## config.mk

```make
export PLATFORM = sky130hd
export DESIGN_NAME = vpw_frame_receiver
export DESIGN_NICKNAME = d
export VERILOG_FILES = /design/src/hdl/vpw_rx_pkg.sv /design/src/hdl/vpw_rx_core.sv /design/src/hdl/vpw_frame_receiver.sv
export SDC_FILE = /design/constraint.sdc
export NUM_CORES = 1
export LEC_CHECK = 0
export ABC_AREA = 1
export BUFFER_PORTS_ARGS = -buffer_cell sky130_fd_sc_hd__buf_4
export CAP_MARGIN = 15
export CELL_PAD_IN_SITES_DETAIL_PLACEMENT = 0
export CELL_PAD_IN_SITES_GLOBAL_PLACEMENT = 1
export CORE_MARGIN = 2
export CORE_UTILIZATION = 50
export CTS_CLUSTER_SIZE = 40
export DETAILED_ROUTE_END_ITERATION = 8
export HOLD_SLACK_MARGIN = 0.1
export PLACE_DENSITY = 0.91
export SETUP_SLACK_MARGIN = 0.3
export SLEW_MARGIN = 20
export SYNTH_ARGS = -nofsm -noshare
export SYNTH_HDL_FRONTEND = slang
export SYNTH_HIERARCHICAL = 1
export SYNTH_SLANG_ARGS = --single-unit
```

## constraint.sdc

```tcl
create_clock -name clk_i -period 13.4 [get_ports clk_i]
set_input_delay 2.68 -clock clk_i [delete_from_list [all_inputs] [get_ports clk_i]]
set_output_delay 2.68 -clock clk_i [all_outputs]
set_load 0.01 [all_outputs]
```

## src/hdl/vpw_rx_pkg.sv

```systemverilog
// Shared types and codes for the VPW frame receiver.
// No dependencies; imported by vpw_rx_core and vpw_frame_receiver.
package vpw_rx_pkg;

  // Result kinds, carried on the master-side tuser
  localparam logic [1:0] KIND_BYTE   = 2'd0;
  localparam logic [1:0] KIND_END    = 2'd1;
  localparam logic [1:0] KIND_NODATA = 2'd2;
  localparam logic [1:0] KIND_BUSERR = 2'd3;

  // Configuration register indexes
  localparam logic [2:0] REG_RESP_TIMEOUT = 3'd0;
  localparam logic [2:0] REG_START_MIN    = 3'd1;
  localparam logic [2:0] REG_START_MAX    = 3'd2;
  localparam logic [2:0] REG_PULSE_MIN    = 3'd3;
  localparam logic [2:0] REG_SHORT_MAX    = 3'd4;
  localparam logic [2:0] REG_LONG_MIN     = 3'd5;
  localparam logic [2:0] REG_LONG_MAX     = 3'd6;
  localparam logic [2:0] REG_END_MIN      = 3'd7;

  localparam logic [4:0] LIMIT_TWELVE = 5'd12;

  typedef struct packed {
    logic [15:0] resp_timeout;
    logic [15:0] start_min;
    logic [15:0] start_max;
    logic [15:0] pulse_min;
    logic [15:0] short_max;
    logic [15:0] long_min;
    logic [15:0] long_max;
    logic [15:0] end_min;
  } cfg_t;

  typedef struct packed {
    logic       bus_active;
    logic       arm;
    logic       limit_to_twelve;
  } sample_t;

  typedef struct packed {
    logic       valid;
    logic [1:0] kind;
    logic [7:0] data_byte;
    logic [4:0] frame_bytes;
  } result_t;

endpackage

```

## src/hdl/vpw_rx_core.sv

```systemverilog
// Pulse width decoder: frame state registers and the per-tick decode logic.
// Depends on vpw_rx_pkg.
module vpw_rx_core import vpw_rx_pkg::*; #(
  parameter int BUFFER_BYTES = 16
) (
  input  logic    clk_i,
  input  logic    rst_ni,
  input  logic    step_i,
  input  sample_t sample_i,
  input  cfg_t    cfg_i,
  output result_t res_o
);

  localparam logic [1:0] PH_IDLE = 2'd0;
  localparam logic [1:0] PH_WAIT = 2'd1;
  localparam logic [1:0] PH_SOF  = 2'd2;
  localparam logic [1:0] PH_DATA = 2'd3;

  localparam logic [4:0] BUF_LIMIT = 5'(BUFFER_BYTES);

  logic [1:0]  phase_q, phase_d;
  logic [15:0] tick_q, tick_d;
  logic        last_q, last_d;
  logic [7:0]  shift_q, shift_d;
  logic [3:0]  bits_q, bits_d;
  logic [4:0]  bytes_q, bytes_d;
  logic [4:0]  limit_q, limit_d;

  // state as seen after an arm request clears the frame
  logic [1:0]  ph;
  logic [15:0] tc, tc_inc;
  logic        ll, bit_val;
  logic [7:0]  sb, shift_n;
  logic [3:0]  bl, bits_n;
  logic [4:0]  bd, lim;

  always_comb begin
    ph      = sample_i.arm ? PH_WAIT : phase_q;
    tc      = sample_i.arm ? 16'd0 : tick_q;
    ll      = sample_i.arm ? 1'b0 : last_q;
    sb      = sample_i.arm ? 8'd0 : shift_q;
    bl      = sample_i.arm ? 4'd8 : bits_q;
    bd      = sample_i.arm ? 5'd0 : bytes_q;
    lim     = limit_q;
    if (sample_i.arm) begin
      lim = (sample_i.limit_to_twelve && (LIMIT_TWELVE < BUF_LIMIT)) ? LIMIT_TWELVE : BUF_LIMIT;
    end
    tc_inc  = (tc == 16'hFFFF) ? tc : tc + 16'd1;
    bit_val = 1'b0;
    shift_n = sb;
    bits_n  = bl;

    phase_d = ph;
    tick_d  = tc;
    last_d  = ll;
    shift_d = sb;
    bits_d  = bl;
    bytes_d = bd;
    limit_d = lim;

    res_o.valid       = 1'b0;
    res_o.kind        = KIND_BYTE;
    res_o.data_byte   = 8'd0;
    res_o.frame_bytes = bd;

    case (ph)
      PH_WAIT: begin
        if (sample_i.bus_active) begin
          phase_d = PH_SOF;
          tick_d  = 16'd1;
          if (16'd1 >= cfg_i.start_max) begin
            phase_d     = PH_IDLE;
            res_o.valid = 1'b1;
            res_o.kind  = KIND_BUSERR;
          end
        end else begin
          tick_d = tc_inc;
          if (tc_inc >= cfg_i.resp_timeout) begin
            phase_d     = PH_IDLE;
            res_o.valid = 1'b1;
            res_o.kind  = KIND_NODATA;
          end
        end
      end
      PH_SOF: begin
        if (sample_i.bus_active) begin
          tick_d = tc_inc;
          if (tc_inc >= cfg_i.start_max) begin
            phase_d     = PH_IDLE;
            res_o.valid = 1'b1;
            res_o.kind  = KIND_BUSERR;
          end
        end else if (tc < cfg_i.start_min) begin
          phase_d     = PH_IDLE;
          res_o.valid = 1'b1;
          res_o.kind  = KIND_BUSERR;
        end else begin
          phase_d = PH_DATA;
          last_d  = 1'b0;
          tick_d  = 16'd1;
        end
      end
      PH_DATA: begin
        if (bd >= lim) begin
          phase_d     = PH_IDLE;
          res_o.valid = 1'b1;
          res_o.kind  = KIND_END;
        end else if (sample_i.bus_active == ll) begin
          tick_d = tc_inc;
          if (tc_inc >= cfg_i.end_min) begin
            phase_d     = PH_IDLE;
            res_o.valid = 1'b1;
            res_o.kind  = KIND_END;
          end
        end else begin
          last_d = sample_i.bus_active;
          tick_d = 16'd1;
          if (tc < cfg_i.pulse_min) begin
            phase_d     = PH_IDLE;
            res_o.valid = 1'b1;
            res_o.kind  = KIND_BUSERR;
          end else begin
            // short active pulse or long passive pulse -> 1
            bit_val = ((tc < cfg_i.short_max) && !sample_i.bus_active) ||
                      ((tc > cfg_i.long_min) && (tc < cfg_i.long_max) && sample_i.bus_active);
            shift_n = {sb[6:0], bit_val};
            bits_n  = bl - 4'd1;
            if (bits_n == 4'd0) begin
              bits_d            = 4'd8;
              shift_d           = 8'd0;
              bytes_d           = bd + 5'd1;
              res_o.valid       = 1'b1;
              res_o.kind        = KIND_BYTE;
              res_o.data_byte   = shift_n;
              res_o.frame_bytes = bd + 5'd1;
            end else begin
              shift_d = shift_n;
              bits_d  = bits_n;
            end
          end
        end
      end
      default: begin
      end
    endcase
  end

  always_ff @(posedge clk_i or negedge rst_ni) begin
    if (!rst_ni) begin
      phase_q <= PH_IDLE;
      tick_q  <= 16'd0;
      last_q  <= 1'b0;
      shift_q <= 8'd0;
      bits_q  <= 4'd8;
      bytes_q <= 5'd0;
      limit_q <= BUF_LIMIT;
    end else if (step_i) begin
      phase_q <= phase_d;
      tick_q  <= tick_d;
      last_q  <= last_d;
      shift_q <= shift_d;
      bits_q  <= bits_d;
      bytes_q <= bytes_d;
      limit_q <= limit_d;
    end
  end

  a_bits_range: assert property (@(posedge clk_i) disable iff (!rst_ni)
    (bits_q != 4'd0) && (bits_q <= 4'd8))
    else $error("bit counter out of range");

  a_bytes_le_limit: assert property (@(posedge clk_i) disable iff (!rst_ni)
    bytes_q <= limit_q)
    else $error("byte count passed the frame limit");

  a_byte_stays_data: assert property (@(posedge clk_i) disable iff (!rst_ni)
    (step_i && res_o.valid && (res_o.kind == KIND_BYTE)) |=> (phase_q == PH_DATA))
    else $error("left data phase on a completed byte");

endmodule

```

## src/hdl/vpw_frame_receiver.sv

```systemverilog
// VPW frame receiver top level: stream handshakes, config registers, result register.
// Depends on vpw_rx_pkg and vpw_rx_core.
//
// Usage: one request on the slave stream is one timer tick carrying the sampled
// bus level, an arm flag and the 12-byte limit flag. Results leave on the master
// stream: tuser holds the kind (data byte, frame end, no data, bus error), tdata
// the byte and the running byte count. A tick yields zero or one result.
// Config registers are written through cfg_valid_i/cfg_ready_o with an index
// and 16-bit data. The user must write them only while the receiver holds no
// ticks in flight; the block itself does not enforce this.
// Path: a tick is captured in the input register, then decoded into the result
// register, which drives the master stream. A master-side stall can come between.
// Throughput: one tick per cycle while the master side does not stall; the decode
// between the two registers is a single pass, with no loop across cycles.
// Reset: config returns to its defaults, the receiver goes idle and both
// stream registers empty. When the master side stalls, the result register
// holds; the input register keeps taking ticks until it is also full, after
// which s_axis_tready drops.
module vpw_frame_receiver import vpw_rx_pkg::*; #(
  parameter int BUFFER_BYTES = 16
) (
  input  logic        clk_i,
  input  logic        rst_ni,
  // [0] bus_active, [1] arm, [2] limit_to_twelve, [7:3] zero
  input  logic [7:0]  s_axis_tdata,
  input  logic        s_axis_tvalid,
  output logic        s_axis_tready,
  // [7:0] data_byte, [12:8] frame byte count, [15:13] zero
  output logic [15:0] m_axis_tdata,
  // [1:0] kind
  output logic [1:0]  m_axis_tuser,
  output logic        m_axis_tvalid,
  input  logic        m_axis_tready,
  input  logic        cfg_valid_i,
  output logic        cfg_ready_o,
  input  logic [2:0]  cfg_index_i,
  input  logic [15:0] cfg_data_i
);

  cfg_t    cfg_q;
  sample_t in_q;
  logic    in_valid_q;
  result_t res;
  result_t out_q;
  logic    out_valid_q;
  logic    advance, step;

  assign cfg_ready_o = 1'b1;

  always_ff @(posedge clk_i or negedge rst_ni) begin
    if (!rst_ni) begin
      cfg_q.resp_timeout <= 16'd100;
      cfg_q.start_min    <= 16'd163;
      cfg_q.start_max    <= 16'd239;
      cfg_q.pulse_min    <= 16'd34;
      cfg_q.short_max    <= 16'd96;
      cfg_q.long_min     <= 16'd96;
      cfg_q.long_max     <= 16'd163;
      cfg_q.end_min      <= 16'd163;
    end else if (cfg_valid_i) begin
      case (cfg_index_i)
        REG_RESP_TIMEOUT: cfg_q.resp_timeout <= cfg_data_i;
        REG_START_MIN:    cfg_q.start_min    <= cfg_data_i;
        REG_START_MAX:    cfg_q.start_max    <= cfg_data_i;
        REG_PULSE_MIN:    cfg_q.pulse_min    <= cfg_data_i;
        REG_SHORT_MAX:    cfg_q.short_max    <= cfg_data_i;
        REG_LONG_MIN:     cfg_q.long_min     <= cfg_data_i;
        REG_LONG_MAX:     cfg_q.long_max     <= cfg_data_i;
        REG_END_MIN:      cfg_q.end_min      <= cfg_data_i;
        default: begin
        end
      endcase
    end
  end

  // result register can take a new value when empty or being drained
  assign advance       = !out_valid_q || m_axis_tready;
  assign step          = in_valid_q && advance;
  assign s_axis_tready = !in_valid_q || advance;

  always_ff @(posedge clk_i or negedge rst_ni) begin
    if (!rst_ni) begin
      in_valid_q <= 1'b0;
    end else if (s_axis_tready) begin
      in_valid_q <= s_axis_tvalid;
    end
  end

  always_ff @(posedge clk_i) begin
    if (s_axis_tready && s_axis_tvalid) begin
      in_q.bus_active      <= s_axis_tdata[0];
      in_q.arm             <= s_axis_tdata[1];
      in_q.limit_to_twelve <= s_axis_tdata[2];
    end
  end

  vpw_rx_core #(
    .BUFFER_BYTES(BUFFER_BYTES)
  ) u_core (
    .clk_i   (clk_i),
    .rst_ni  (rst_ni),
    .step_i  (step),
    .sample_i(in_q),
    .cfg_i   (cfg_q),
    .res_o   (res)
  );

  always_ff @(posedge clk_i or negedge rst_ni) begin
    if (!rst_ni) begin
      out_valid_q <= 1'b0;
    end else if (advance) begin
      out_valid_q <= step && res.valid;
    end
  end

  always_ff @(posedge clk_i) begin
    if (advance && step && res.valid) begin
      out_q <= res;
    end
  end

  assign m_axis_tvalid = out_valid_q;
  assign m_axis_tuser  = out_q.kind;
  assign m_axis_tdata  = {3'd0, out_q.frame_bytes, out_q.data_byte};

endmodule
```

==> out/results.ini <==
[sta]
max_freq_mhz=168
slew_headroom=0.350
worstMarginPinSlew_ns=0.976
finalSetupViolations=0
final.setup.tns_ns=0
timing.final.crit_share=0.445
worst_clock_skew_ns=0.0122
slew_viol_final=0
finalHoldViolCount=0
period_minus_slack_ns=5.96
rsz0062_at_grt=no

[detailed_routing]
antenna_left=0
drc=0
drt_iter0_drc=886
firstDrtPassIters=7
post_drt_wl_per_cell_microns=16.0
num_vias=10600
vias_per_cell=5.30
wirelength_microns=32100

[min_path]
min_from=cfg_q[87]
hp-class=reg -> reg
hold_depth=2
hold_end=cfg_q[87]

[critical_path]
reg2reg_slack_ns=8.07
crit_path_max_fanout=3
arrival_ns=3.28
reg2regPathDepth=22
cp-start-kind=input port
path_buf_inv=2
crit_top_cell=buf_4
crit_path_end_kind=output pin
cp_slowest_cell=nor2_1
timing.rr.start=in_q[1]
critPathMaxStageDelay_ns=0.19
worstPathRequired_ns=10.72
crit_path_cell_trace=buf_4 -> nor2_1 -> nand2_1 -> buf_4
worstSetupPathType=in -> out
r2r-end=m_axis_tuser[1]
crit_family=simple AND/OR/NAND/NOR gates

[power]
vdd_drop_max_v=0.0000863
p_switching_uw=935
power.density_nw_per_um2=168
clock_power_share=0.229
p_leak_uw=0.00715
seqPwrFrac=0.348
swShare=0.411
comb_power_share=0.423
p_int_uw=1340

[cts]
clkTransAtPathRegs_ns=0.07
tritoncts=yes
clock-sinks=188
numCtsBuffers=17
hold_buffers=0
clk_latency_ns=0.43
cts.repair.resized=0
cts_buffer_depth=2
cts_root_buf=clkbuf_16
htree_levels=4
cts_setup_buffers=0

[placed_design]
dp.cells=1973
place_area_sq_um=12900
gp_congestion=0.849
dp.final_hpwl_microns=22800
port_buffers=43

[global_route]
grt_usage=0.255
grt_pass1_vias=10200
grt_pass1_wl_microns=52600
gr-total-overflow=0
grt_max_degree=101
antenna_found_initial=0

[yosys]
ys_seq_area_frac=0.390
synth_ff_type=dfrtp_1
syn_inst=1655
synth_edf_count=18
syn_area_per_cell_sq_um=7.49
yosys_warnings=6
yosysUniqueCellTypes=48
syn_area_sq_um=12400
async_reset_ff_frac=0.904
ys_ff_latch=188

[final_layout]
final_layout_size_suffix_gt1_frac=0.0976
nets=1832
fin_area_sq_um=13500
synthToLayoutAreaGrowth_pct=8.94
fin_cells=2005
final_cell_mix=526 x nand2_1, 217 x inv_1, 141 x nand3_1
diodes=0
final_common_cell=nand2_1

[die]
core_sq_um=24300
core.rowCount=57
die_h_microns=161
num_io_pins=53
die_area_sq_um=26100
start_util=0.510
dieWidth_microns=161

[outcome]
status=finished, final reports clean

[flow_run]
drv_cap=0

-- cell usage after synthesis, types with 2 or more instances --
library cell | number | share of area
nand2_1 | 526 | 0.16
inv_1 | 217 | 0.066
nand3_1 | 141 | 0.057
dfrtp_1 | 140 | 0.28
ha_1 | 132 | 0.13
a21oi_1 | 112 | 0.045
nor2_1 | 86 | 0.026
o21ai_0 | 61 | 0.025
dfstp_2 | 30 | 0.064
buf_2 | 26 | 0.010
clkbuf_1 | 21 | 0.0064
edfxtp_1 | 18 | 0.044
nand2_2 | 16 | 0.0081
nand4_1 | 16 | 0.0081
xor2_1 | 14 | 0.0099
nor3_1 | 12 | 0.0048
inv_2 | 10 | 0.0030
buf_4 | 9 | 0.0054
o211ai_1 | 7 | 0.0042
o21a_1 | 6 | 0.0036
nor2_4 | 5 | 0.0045
a31oi_1 | 4 | 0.0020
clkbuf_2 | 4 | 0.0016
nor2_2 | 4 | 0.0020
a22oi_1 | 3 | 0.0018
and2_1 | 3 | 0.0015
buf_6 | 3 | 0.0027
nor4_1 | 3 | 0.0015
o21ai_1 | 3 | 0.0012
a211oi_1 | 2 | 0.0012
a21o_1 | 2 | 0.0012
conb_1 | 2 | 0.00061
nor3_2 | 2 | 0.0016
-- worst min-delay path, stage by stage (launching register included) --
cell	delay, ns
dfstp_2	0.37
nand2_1	0.05
nand2_1	0.04
-- power groups by stage --
stage,Clock (uW),Combinational (uW),Sequential (uW)
floorplan,0,688,789
global placement,0,919,797
detailed placement,0,948,801
CTS,530,957,791
global route,553,1100,807
finish,521,962,791
-- how the worst max path moves through the flow --
stage	start	endpoint	slack, ns	depth (start not counted)
floorplan	m_axis_tready	s_axis_tready	7.76	2
global placement	m_axis_tready	s_axis_tready	7.46	4
detailed placement	m_axis_tready	s_axis_tready	7.44	4
CTS	m_axis_tready	s_axis_tready	7.44	4
global route	m_axis_tready	s_axis_tready	7.40	4
finish	m_axis_tready	s_axis_tready	7.44	4
-- kinds of logic after synthesis --
logic type,count (synthesis),share of synthesized area
buffers and inverters,292,0.0960
other,2,0.000606
AO/OA/AOI/OAI,205,0.0887
AND/OR/NAND/NOR,821,0.281
XOR/XNOR,15,0.0106
flip-flops,188,0.390
adder cells (fa/ha/maj),132,0.133
-- area by class of cell --
type                       instances  area (sq um)
multi-input combinational       1177          6390
inverter                         228           856
fill                            2314         10800
clock buffer                      19           443
tap                              324           405
timing repair buffer              56           424
clock inverter                    13           153
sequential                       188          4830
-- registers in the layout, indices dropped and copies added (netlist names), 3 cells and up --
name            cells
m_axis_tdata       13
u_core/limit_q      5
u_core/bytes_q      5
in_q                3
u_core/shift_q      7
u_core/tick_q      16
cfg_q             128
u_core/bits_q       4
-- stage by stage --
step           power (uW)  hold WS (ns)  setup slack [ns]  utilization
4_1_cts              2280         0.464              7.44        0.555
3_3_place_gp         1720         0.451              7.46        0.531
3_5_place_dp         1750         0.453              7.44        0.531
6_report             2270         0.464              7.44        0.555
2_1_floorplan        1480         0.442              7.76            -
5_1_grt              2470         0.470              7.40        0.555
-- routing by layer --
| metal | global-route usage | up-vias | routed length [microns] |
|---|---|---|---|
| met1 | 0.345 | 5024 | 14500 |
| li1 | - | 5327 | - |
| met5 | 0 | - | 0 |
| met2 | 0.433 | 255 | 15500 |
| met3 | 0.0365 | 27 | 1590 |
| met4 | 0.0662 | 0 | 572 |
Note: power is estimated with default switching activity, not from simulation.
